[src/sv/rcd_pkg.sv]
// Shared types, constants and the EDC byte update for the raw CD sector deframer.
// Depends on nothing; imported by every module of the block.
package rcd_pkg;

  localparam int unsigned SECTOR_BYTES    = 2352;
  localparam int unsigned EDC_START       = 16;
  localparam int unsigned PAYLOAD_START   = 24;
  localparam int unsigned PAYLOAD_BYTES   = 2324;
  localparam int unsigned EDC_FIELD_BYTES = 4;
  localparam int unsigned POS_W           = 12;

  localparam logic [POS_W-1:0] POS_EDC_START = POS_W'(EDC_START);
  localparam logic [POS_W-1:0] POS_PAY_FIRST = POS_W'(PAYLOAD_START);
  localparam logic [POS_W-1:0] POS_PAY_LAST  = POS_W'(PAYLOAD_START + PAYLOAD_BYTES - 1);
  localparam logic [POS_W-1:0] POS_FIELD     = POS_W'(SECTOR_BYTES - EDC_FIELD_BYTES);
  localparam logic [POS_W-1:0] POS_FINAL     = POS_W'(SECTOR_BYTES - 1);

  localparam logic [31:0] EDC_POLY = 32'hD801_8001;

  localparam logic KIND_DATA   = 1'b0;
  localparam logic KIND_STATUS = 1'b1;

  localparam logic [1:0] EDC_GOOD   = 2'd0;
  localparam logic [1:0] EDC_ABSENT = 2'd1;
  localparam logic [1:0] EDC_BAD    = 2'd2;

  typedef struct packed {
    logic       has;
    logic       kind;
    logic [7:0] data;
    logic       last;
    logic [1:0] status;
  } rcd_result_t;

  function automatic logic [31:0] edc_update(input logic [31:0] crc, input logic [7:0] b);
    logic [31:0] r;
    r = crc ^ {24'd0, b};
    for (int k = 0; k < 8; k++) begin
      r = r[0] ? ((r >> 1) ^ EDC_POLY) : (r >> 1);
    end
    return r;
  endfunction

endpackage

[src/sv/rcd_sector_track.sv]
// Sector position counter, running EDC and field-zero flag; forms data/status results.
// Depends on rcd_pkg.
module rcd_sector_track
  import rcd_pkg::*;
(
  input  logic        clk,
  input  logic        rst_n,
  input  logic        adv,
  input  logic [7:0]  sector_byte,
  output rcd_result_t result
);

  logic [POS_W-1:0] pos_r, pos_nxt;
  logic [31:0]      rem_r, rem_nxt;
  logic             fz_r, fz_nxt;
  logic             final_byte;

  always_comb begin
    final_byte = (pos_r == POS_FINAL);
    rem_nxt    = (pos_r >= POS_EDC_START) ? edc_update(rem_r, sector_byte) : rem_r;
    fz_nxt     = fz_r & ((pos_r < POS_FIELD) | (sector_byte == 8'd0));

    result = '0;
    if (pos_r >= POS_PAY_FIRST && pos_r <= POS_PAY_LAST) begin
      result.has  = 1'b1;
      result.kind = KIND_DATA;
      result.data = sector_byte;
      result.last = (pos_r == POS_PAY_LAST);
    end
    if (final_byte) begin
      result.has  = 1'b1;
      result.kind = KIND_STATUS;
      result.data = 8'd0;
      result.last = 1'b0;
      priority if (fz_nxt) begin
        result.status = EDC_ABSENT;
      end else if (rem_nxt == 32'd0) begin
        result.status = EDC_GOOD;
      end else begin
        result.status = EDC_BAD;
      end
    end

    pos_nxt = final_byte ? '0 : pos_r + POS_W'(1);
  end

  always_ff @(posedge clk) begin
    if (!rst_n) begin
      pos_r <= '0;
      rem_r <= '0;
      fz_r  <= 1'b1;
    end else if (adv) begin
      pos_r <= pos_nxt;
      rem_r <= final_byte ? 32'd0 : rem_nxt;
      fz_r  <= final_byte ? 1'b1 : fz_nxt;
    end
  end

endmodule

[src/sv/rcd_out_reg.sv]
// Result register with valid/ready toward the consumer.
// Depends on rcd_pkg.
module rcd_out_reg
  import rcd_pkg::*;
(
  input  logic        clk,
  input  logic        rst_n,
  input  logic        load,
  input  rcd_result_t result,
  output logic        free,
  output logic        out_valid,
  input  logic        out_ready,
  output logic        out_result_kind,
  output logic [7:0]  out_data_byte,
  output logic        out_data_last,
  output logic [1:0]  out_edc_status
);

  logic       valid_r, valid_nxt;
  logic       kind_r;
  logic [7:0] data_r;
  logic       last_r;
  logic [1:0] status_r;

  assign free = !valid_r || out_ready;

  always_comb begin
    valid_nxt = valid_r && !out_ready;
    if (load) begin
      valid_nxt = 1'b1;
    end
  end

  always_ff @(posedge clk) begin
    if (!rst_n) begin
      valid_r <= 1'b0;
    end else begin
      valid_r <= valid_nxt;
    end
  end

  always_ff @(posedge clk) begin
    if (load) begin
      kind_r   <= result.kind;
      data_r   <= result.data;
      last_r   <= result.last;
      status_r <= result.status;
    end
  end

  assign out_valid       = valid_r;
  assign out_result_kind = kind_r;
  assign out_data_byte   = data_r;
  assign out_data_last   = last_r;
  assign out_edc_status  = status_r;

endmodule

[src/sv/raw_cd_sector_edc_deframer.sv]
// Top level of the raw CD-XA mode 2 sector deframer with EDC check.
// Depends on rcd_pkg, rcd_sector_track and rcd_out_reg.
//
//   channel  | handshake            | payload
//   ---------+----------------------+-----------------------------------------------
//   in       | in_valid / in_ready  | in_sector_byte[7:0]
//   out      | out_valid / out_ready| out_result_kind, out_data_byte[7:0],
//            |                      | out_data_last, out_edc_status[1:0]
//
// One word per cycle while no held result blocks it; a word is registered in the input
// register and then enters the result register through the byte-wide EDC update.
// Reset (rst_n low, synchronous) empties both registers and starts a new sector.
// A held result stalls the input register only when that register's word also
// needs the result register; words that make no result pass through regardless.
module raw_cd_sector_edc_deframer
  import rcd_pkg::*;
(
  input  logic       clk,
  input  logic       rst_n,
  input  logic       in_valid,
  output logic       in_ready,
  input  logic [7:0] in_sector_byte,
  output logic       out_valid,
  input  logic       out_ready,
  output logic       out_result_kind,
  output logic [7:0] out_data_byte,
  output logic       out_data_last,
  output logic [1:0] out_edc_status
);

  logic        s1_valid_r, s1_valid_nxt;
  logic [7:0]  s1_byte_r;
  logic        s1_adv;
  logic        out_free;
  rcd_result_t result;

  assign s1_adv   = s1_valid_r && (out_free || !result.has);
  assign in_ready = !s1_valid_r || s1_adv;

  always_comb begin
    s1_valid_nxt = s1_valid_r && !s1_adv;
    if (in_valid && in_ready) begin
      s1_valid_nxt = 1'b1;
    end
  end

  always_ff @(posedge clk) begin
    if (!rst_n) begin
      s1_valid_r <= 1'b0;
    end else begin
      s1_valid_r <= s1_valid_nxt;
    end
  end

  always_ff @(posedge clk) begin
    if (in_valid && in_ready) begin
      s1_byte_r <= in_sector_byte;
    end
  end

  rcd_sector_track u_track (
    .clk         (clk),
    .rst_n       (rst_n),
    .adv         (s1_adv),
    .sector_byte (s1_byte_r),
    .result      (result)
  );

  rcd_out_reg u_out (
    .clk             (clk),
    .rst_n           (rst_n),
    .load            (s1_adv && result.has),
    .result          (result),
    .free            (out_free),
    .out_valid       (out_valid),
    .out_ready       (out_ready),
    .out_result_kind (out_result_kind),
    .out_data_byte   (out_data_byte),
    .out_data_last   (out_data_last),
    .out_edc_status  (out_edc_status)
  );

endmodule

[config.mk]
export PLATFORM = sky130hd
export DESIGN_NAME = raw_cd_sector_edc_deframer
export DESIGN_NICKNAME = d
export VERILOG_FILES = /design/src/sv/rcd_pkg.sv /design/src/sv/rcd_sector_track.sv /design/src/sv/rcd_out_reg.sv /design/src/sv/raw_cd_sector_edc_deframer.sv
export SDC_FILE = /design/constraint.sdc
export NUM_CORES = 1
export LEC_CHECK = 0
export ABC_AREA = 1
export CORE_MARGIN = 2
export CORE_UTILIZATION = 55
export DETAILED_ROUTE_END_ITERATION = 12
export DONT_BUFFER_PORTS = 1
export HOLD_SLACK_MARGIN = 0.08
export PLACE_DENSITY_LB_ADDON = 0.25
export SYNTH_ARGS = -nofsm -noshare
export SYNTH_HDL_FRONTEND = slang
export SYNTH_SLANG_ARGS = --single-unit
[constraint.sdc]
create_clock -name clk -period 2.9 [get_ports clk]
set_clock_uncertainty 0.15 [all_clocks]
set_input_delay 0.145 -clock clk [delete_from_list [all_inputs] [get_ports clk]]
set_output_delay 0.145 -clock clk [all_outputs]
set_load 0.02 [all_outputs]
==> reports/results.ini, run 1 <==
[status]
status = finished clean

[yosys]
netlist_area_sq_um = 3950
avgSynthCellArea_sq_um = 6.48
synth_ff_type = dfxtp_1
synth_most_common_cell = nand2_1
synth_top_cell_by_area = nand2_1
synth_edf_count = 20
yosysTopAreaCellShare_pct = 24.3
ys_types = 31
ys_seq_elements = 67
synthTopCellsByCount = 256 x nand2_1, 66 x inv_1, 54 x nor2_1
syn_inst = 610
netlist_top_cells_area = nand2_1 24%, dfxtp_1 24%, edfxtp_1 15%
ys_warn_count = 0
synth_nets = 624
synth-seq-area-share_pct = 39.0
synth-async-reset-ratio_pct = 0

[sta]
worst_hold_slack_ps = 91.7
finalCriticalPeriod_ps = 2540
rsz0062_at_grt = no
slew_violations = 0
hold_viol = 0
worst_pin_slew_ps = 779
timing.final.crit_share_pct = 87.7
worst_slack_ps = 356
relSlewSlack_pct = 47.7
fmax_mhz = 393
tns_ps = 0
setup_viol = 0

[global_routing]
grtUsageMet1_pct = 35.3
grtUsageTotal_pct = 26.7
grt_overflow = 0
grt_pass1_wl_um = 16200
grt_max_degree = 51
antenna_found_initial = 0
grt_use_met2_pct = 43.4
grt-busiest-layer = met2
gr-usage-met3_pct = 6.16
grt_pass1_vias = 3450

[clock_tree]
cts.path.max_buffers = 2
postCtsSetupRepairBufs = 0
cts-root-buf = clkbuf_8
h-tree-depth = 3
insertion_delay_ps = 350
cts_resized = 0
cts.sinks = 67
path_clk_slew_ps = 90
ctsHoldBuffers = 11
cts_tree = built
cts_buffers = 9

[setup_path]
required_ps = 2800
r2r_slack_ps = 360
worstPathArrival_ps = 2450
cp-end-kind = flop
reg2reg_depth = 8
r2r_end = s1_byte_r[4]$_DFFE_PP_
critPathLaunchType = flop
reg2reg_from = u_track.pos_r[0]$_SDFFE_PN0P_
path_class = flop to flop
path_max_fanout = 8

[placed_design]
pre_cts_ws_ps = 392
routabilityCongestion = 0.943
port_buffers = 0
hpwlAfterDp_um = 7010

[power]
power_density_nw_per_um2 = 448
leakage_nw = 1.99
max-vdd-ir-drop_mv = 0.315

[worst_hold_path]
hold_class = primary input to flop
hold_end = s1_byte_r[5]$_DFFE_PP_
min_from = in_valid
hold_depth = 2

[layout]
nFillCells = 636
nNetsFinal = 634
seqCellArea_sq_um = 1540
area_growth_pct = 9.69
multi_input_area_sq_um = 2030
drive_gt1_share_pct = 8.80
antenna_cells = 0

[drt]
via_count = 3786
drcViolationCount = 0
finalWirelength_um = 9760
drt_iter0_drc = 360
viasPerCell = 5.25
first_pass_iters = 5
postRouteAntennaNets = 0
wl_per_cell_um = 13.5

[die]
die_w_um = 88.8
row_count = 30
core_sq_um = 6870
io_pins = 26
initial_utilization_pct = 57.5
fp.dieH_um = 88.8
die_area_sq_um = 7880

[flow_run]
cap_violations = 0

==> final cells by class <==
type | count | area share (%)
clock buffer | 9 | 2.86
clock inverter | 7 | 1.76
inverter | 69 | 5.97
multi-input combinational | 455 | 46.8
sequential | 67 | 35.6
tap | 96 | 2.77
timing repair buffer | 18 | 4.33
==> report_power, final <==
| part | leakage, nW | switching (mW) | internal, mW | total, mW |
|---|---|---|---|---|
| clock network | 0.0962 | 0.391 | 0.403 | 0.793 |
| logic | 1.36 | 0.119 | 0.0487 | 0.168 |
| registers | 0.540 | 0.00944 | 0.973 | 0.982 |
| total | 1.99 | 0.520 | 1.42 | 1.94 |
==> critical path: stages (launching register included) <==
cell and delay [ps]:
dfxtp_1 410, ha_1 330, inv_2 90, nor2_2 130, or3b_4 420, nand2_2 100, nand3_1 270, nand2_1 140
inv_1 190
==> cells in the final DEF, fill, tap and decap left out, drive strengths merged <==
| cell type | Yosys | layout |
|---|---|---|
| o21ai | 27 | 27 |
| nand3b | 2 | 2 |
| nor4 | 2 | 2 |
| clkinvlp | 0 | 2 |
| inv | 68 | 70 |
| nand4 | 7 | 7 |
| bufinv | 0 | 1 |
| nor3 | 6 | 6 |
| xor2 | 5 | 5 |
| clkinv | 1 | 3 |
| or3b | 1 | 1 |
| o211ai | 1 | 1 |
| a21oi | 48 | 48 |
| clkbuf | 5 | 9 |
| or2 | 1 | 1 |
| xnor2 | 1 | 1 |
| nand3 | 25 | 25 |
| dfxtp | 47 | 47 |
| buf | 14 | 7 |
| edfxtp | 20 | 20 |
| ha | 2 | 2 |
| nor2 | 58 | 58 |
| nand2 | 269 | 269 |
| dlygate4sd3 | 0 | 11 |
==> stage by stage <==
step	util [%]	instance area (sq um)	power, mW	cells
floorplan	-	3950	1.11	610
global placement	58.6	4030	1.15	694
detailed placement	58.6	4030	1.16	694
CTS	63.1	4340	1.95	721
global route	63.1	4340	2.02	721
finish	63.1	4340	1.94	721
==> sequential cells by signal, indices dropped and copies added (netlist names), 2 cells and up <==
signal and count:
u_track.rem_r 32, u_track.pos_r 12, s1_byte_r 8, u_out.out_data_byte 8, u_out.out_edc_status 2
==> per-layer routing <==
layer  vias up  wire (um)
li1       1928          -
met2       155       4630
met1      1686       4260
met3        17        734
met5         -          0
met4         0        137
==> how the worst max path moves through the flow <==
| stage | slack (ps) | to | startpoint |
|---|---|---|---|
| floorplan | 690 | s1_byte_r[0]$_DFFE_PP_ | u_track.pos_r[0]$_SDFFE_PN0P_ |
| global placement | 450 | s1_byte_r[7]$_DFFE_PP_ | u_track.pos_r[0]$_SDFFE_PN0P_ |
| detailed placement | 390 | s1_byte_r[7]$_DFFE_PP_ | u_track.pos_r[0]$_SDFFE_PN0P_ |
| CTS | 360 | s1_byte_r[2]$_DFFE_PP_ | u_track.pos_r[0]$_SDFFE_PN0P_ |
| global route | 170 | s1_byte_r[4]$_DFFE_PP_ | u_track.pos_r[0]$_SDFFE_PN0P_ |
| finish | 360 | s1_byte_r[4]$_DFFE_PP_ | u_track.pos_r[0]$_SDFFE_PN0P_ |
==> cell families after synthesis <==
family                     after synthesis  share of synthesized area [%]
xor gates and xnor gates                 6                           1.33
buffers and inverters                   88                           9.72
adders and majority gates                2                          0.633
and+or+nand+nor                        371                           38.7
DFF                                     67                           39.0
AOI/OAI and AO/OA                       76                           10.6
(Power assumes the default switching activity.)
==> run 2, diff against run 1 <==
--- a/config.mk
+++ b/config.mk
@@ -14,4 +14,5 @@
 export PLACE_DENSITY_LB_ADDON = 0.25
 export SYNTH_ARGS = -nofsm -noshare
 export SYNTH_HDL_FRONTEND = slang
+export SYNTH_HIERARCHICAL = 1
 export SYNTH_SLANG_ARGS = --single-unit
==> reports/results.ini, run 2 <==
[status]
status = finished clean

[placed_design]
pre_cts_ws_ps = -136
routabilityCongestion = 0.942
port_buffers = 0
hpwlAfterDp_um = 6570
post_dp_cell_area_sq_um = 3840

[global_routing]
grt_pass1_wl_um = 15800
grt_max_degree = 39
grtUsageTotal_pct = 26.7
grt_overflow = 0
grt_pass1_vias = 3421
antenna_found_initial = 0

[clock_tree]
h-tree-depth = 3
cts_tree = built
cts-root-buf = clkbuf_8
path_clk_slew_ps = 90
cts.sinks = 67
insertion_delay_ps = 350
cts.path.max_buffers = 2
cts_buffers = 9

[die]
core_sq_um = 6760
die_w_um = 87.4
fp.dieH_um = 87.4
die_area_sq_um = 7640
initial_utilization_pct = 56.6
io_pins = 26
row_count = 30

[flow_run]
cap_violations = 0

[yosys]
netlist_top_cells_area = dfxtp_1 25%, nand2_1 23%, edfxtp_1 16%
synth-seq-area-share_pct = 40.3
synth_nets = 591
synthTopCellsByCount = 237 x nand2_1, 60 x inv_1, 58 x nor2_1
synth_most_common_cell = nand2_1
ys_seq_elements = 67
yosysTopAreaCellShare_pct = 24.6
ys_types = 38
ys_warn_count = 6
synth-async-reset-ratio_pct = 0
synth_top_cell_by_area = dfxtp_1
netlist_area_sq_um = 3820
syn_inst = 577
synth_ff_type = dfxtp_1
synth_edf_count = 20
avgSynthCellArea_sq_um = 6.63

[drt]
wl_per_cell_um = 14.1
postRouteAntennaNets = 0
drcViolationCount = 0
first_pass_iters = 6
via_count = 3693
viasPerCell = 5.50
finalWirelength_um = 9480
drt_iter0_drc = 380

[setup_path]
cp-end-kind = flop
required_ps = 3030
path_max_fanout = 4
worstPathArrival_ps = 2780
path_class = flop to flop
critPathLaunchType = flop

[layout]
nFillCells = 600
largest_reg_flops = 32
final_design_area_no_fill_sq_um = 4170
largestRegisters = u_track/rem_r x32, u_track/pos_r x12
drive_gt1_share_pct = 8.11
largest-register = u_track/rem_r
antenna_cells = 0
area_growth_pct = 9.06
final_common_cell = nand2_1
most-common-layout-cells = 237 x nand2_1, 58 x inv_1, 57 x nor2_1, 45 x dfxtp_1, 41 x nand3_1
nNetsFinal = 601

[sta]
relSlewSlack_pct = 66.6
worst_hold_slack_ps = 100
worst_slack_ps = 247
hold_viol = 0
finalCriticalPeriod_ps = 2650
tns_ps = 0
worst_pin_slew_ps = 501
setup_viol = 0
timing.final.crit_share_pct = 91.5
fmax_mhz = 377
slew_violations = 0

[power]
power_density_nw_per_um2 = 442
max-vdd-ir-drop_mv = 0.249
leakage_nw = 1.92

[worst_hold_path]
hold_class = primary input to flop

run 2: worst max-delay path, stage by stage, from the launching register on:
cell      delay (ps)
dfxtp_1          330
inv_2            110
nand2_1           90
nor2_1            90
and3_4           200
a22o_1           160
or2_4            130
nand2_1           90
a21boi_2         180
nand2_1           60
inv_1             70
nand3_1          120
inv_2            100
nand3_2           90
nor2_2           120
nand4_1          120
nor2_1           160
o21ai_0           90
a21oi_1          120
run 2: routing by layer:
metal	vias to the layer above	track usage [%]	share of wire, %
li1	1848	-	-
met1	1688	34.3	45
met2	138	44.8	46
met3	19	4.93	6.5
met4	0	9.51	2.1
met5	-	0	0
run 2: cell type report:
| class | count | area, sq um | area share, % |
|---|---|---|---|
| Tap cell | 80 | 100 | 2.40 |
| Clock inverter | 7 | 58.8 | 1.41 |
| Clock buffer | 9 | 124 | 2.97 |
| Timing Repair Buffer | 15 | 140 | 3.36 |
| Multi-Input combinational cell | 430 | 1960 | 47.1 |
| Sequential cell | 67 | 1540 | 37.0 |
| Inverter | 64 | 240 | 5.76 |
run 2: cell families after synthesis:
family          Yosys count  synth area share (%)
flops                    67                  40.3
xor+xnor                  2                 0.458
compound gates           68                  10.5
buf+inv                  80                  9.06
simple gates            358                  39.0
fa+ha+maj                 2                 0.654
run 2: worst paths after layout:
| check | from | endpoint | slack, ps | cells past startpoint |
|---|---|---|---|---|
| worst min register to register | u_track/rem_r[13]$_SDFFE_PN0P_ | u_track/rem_r[13]$_SDFFE_PN0P_ | 320 | 2 |
| worst max register to register | u_track/pos_r[6]$_SDFFE_PN0P_ | u_track/pos_r[11]$_SDFFE_PN0P_ | 250 | 18 |
| worst max-delay path | u_track/pos_r[6]$_SDFFE_PN0P_ | u_track/pos_r[11]$_SDFFE_PN0P_ | 250 | 18 |
| worst min-delay path | in_valid | s1_byte_r[0]$_DFFE_PP_ | 100 | 2 |
run 2: through the flow:
stage,power (mW),utilization (%),cells
after floorplan,1.09,-,577
after global placement,1.12,56.8,644
after detailed placement,1.12,56.8,644
after CTS,1.86,61.4,671
after global routing,1.92,61.7,672
final,1.84,61.7,672
run 2: timing repair:
| action | 4_1_cts | 5_1_grt |
|---|---|---|
| setup endpoints to repair | 3 | 4 |
| gates resized for setup | 4 | 7 |
| setup buffers | 0 | 1 |
| endpoints found under the hold margin | 17 | 0 |
| hold buffers | 11 | 0 |
| pin swaps | 0 | 3 |
run 2: power breakdown:
part | internal (mW) | total [mW] | switching [mW] | leakage, nW
Clock | 0.321 | 0.730 | 0.408 | 0.0804
Combinational | 0.0421 | 0.138 | 0.0961 | 1.27
Sequential | 0.969 | 0.976 | 0.00698 | 0.575
Total | 1.33 | 1.84 | 0.512 | 1.92
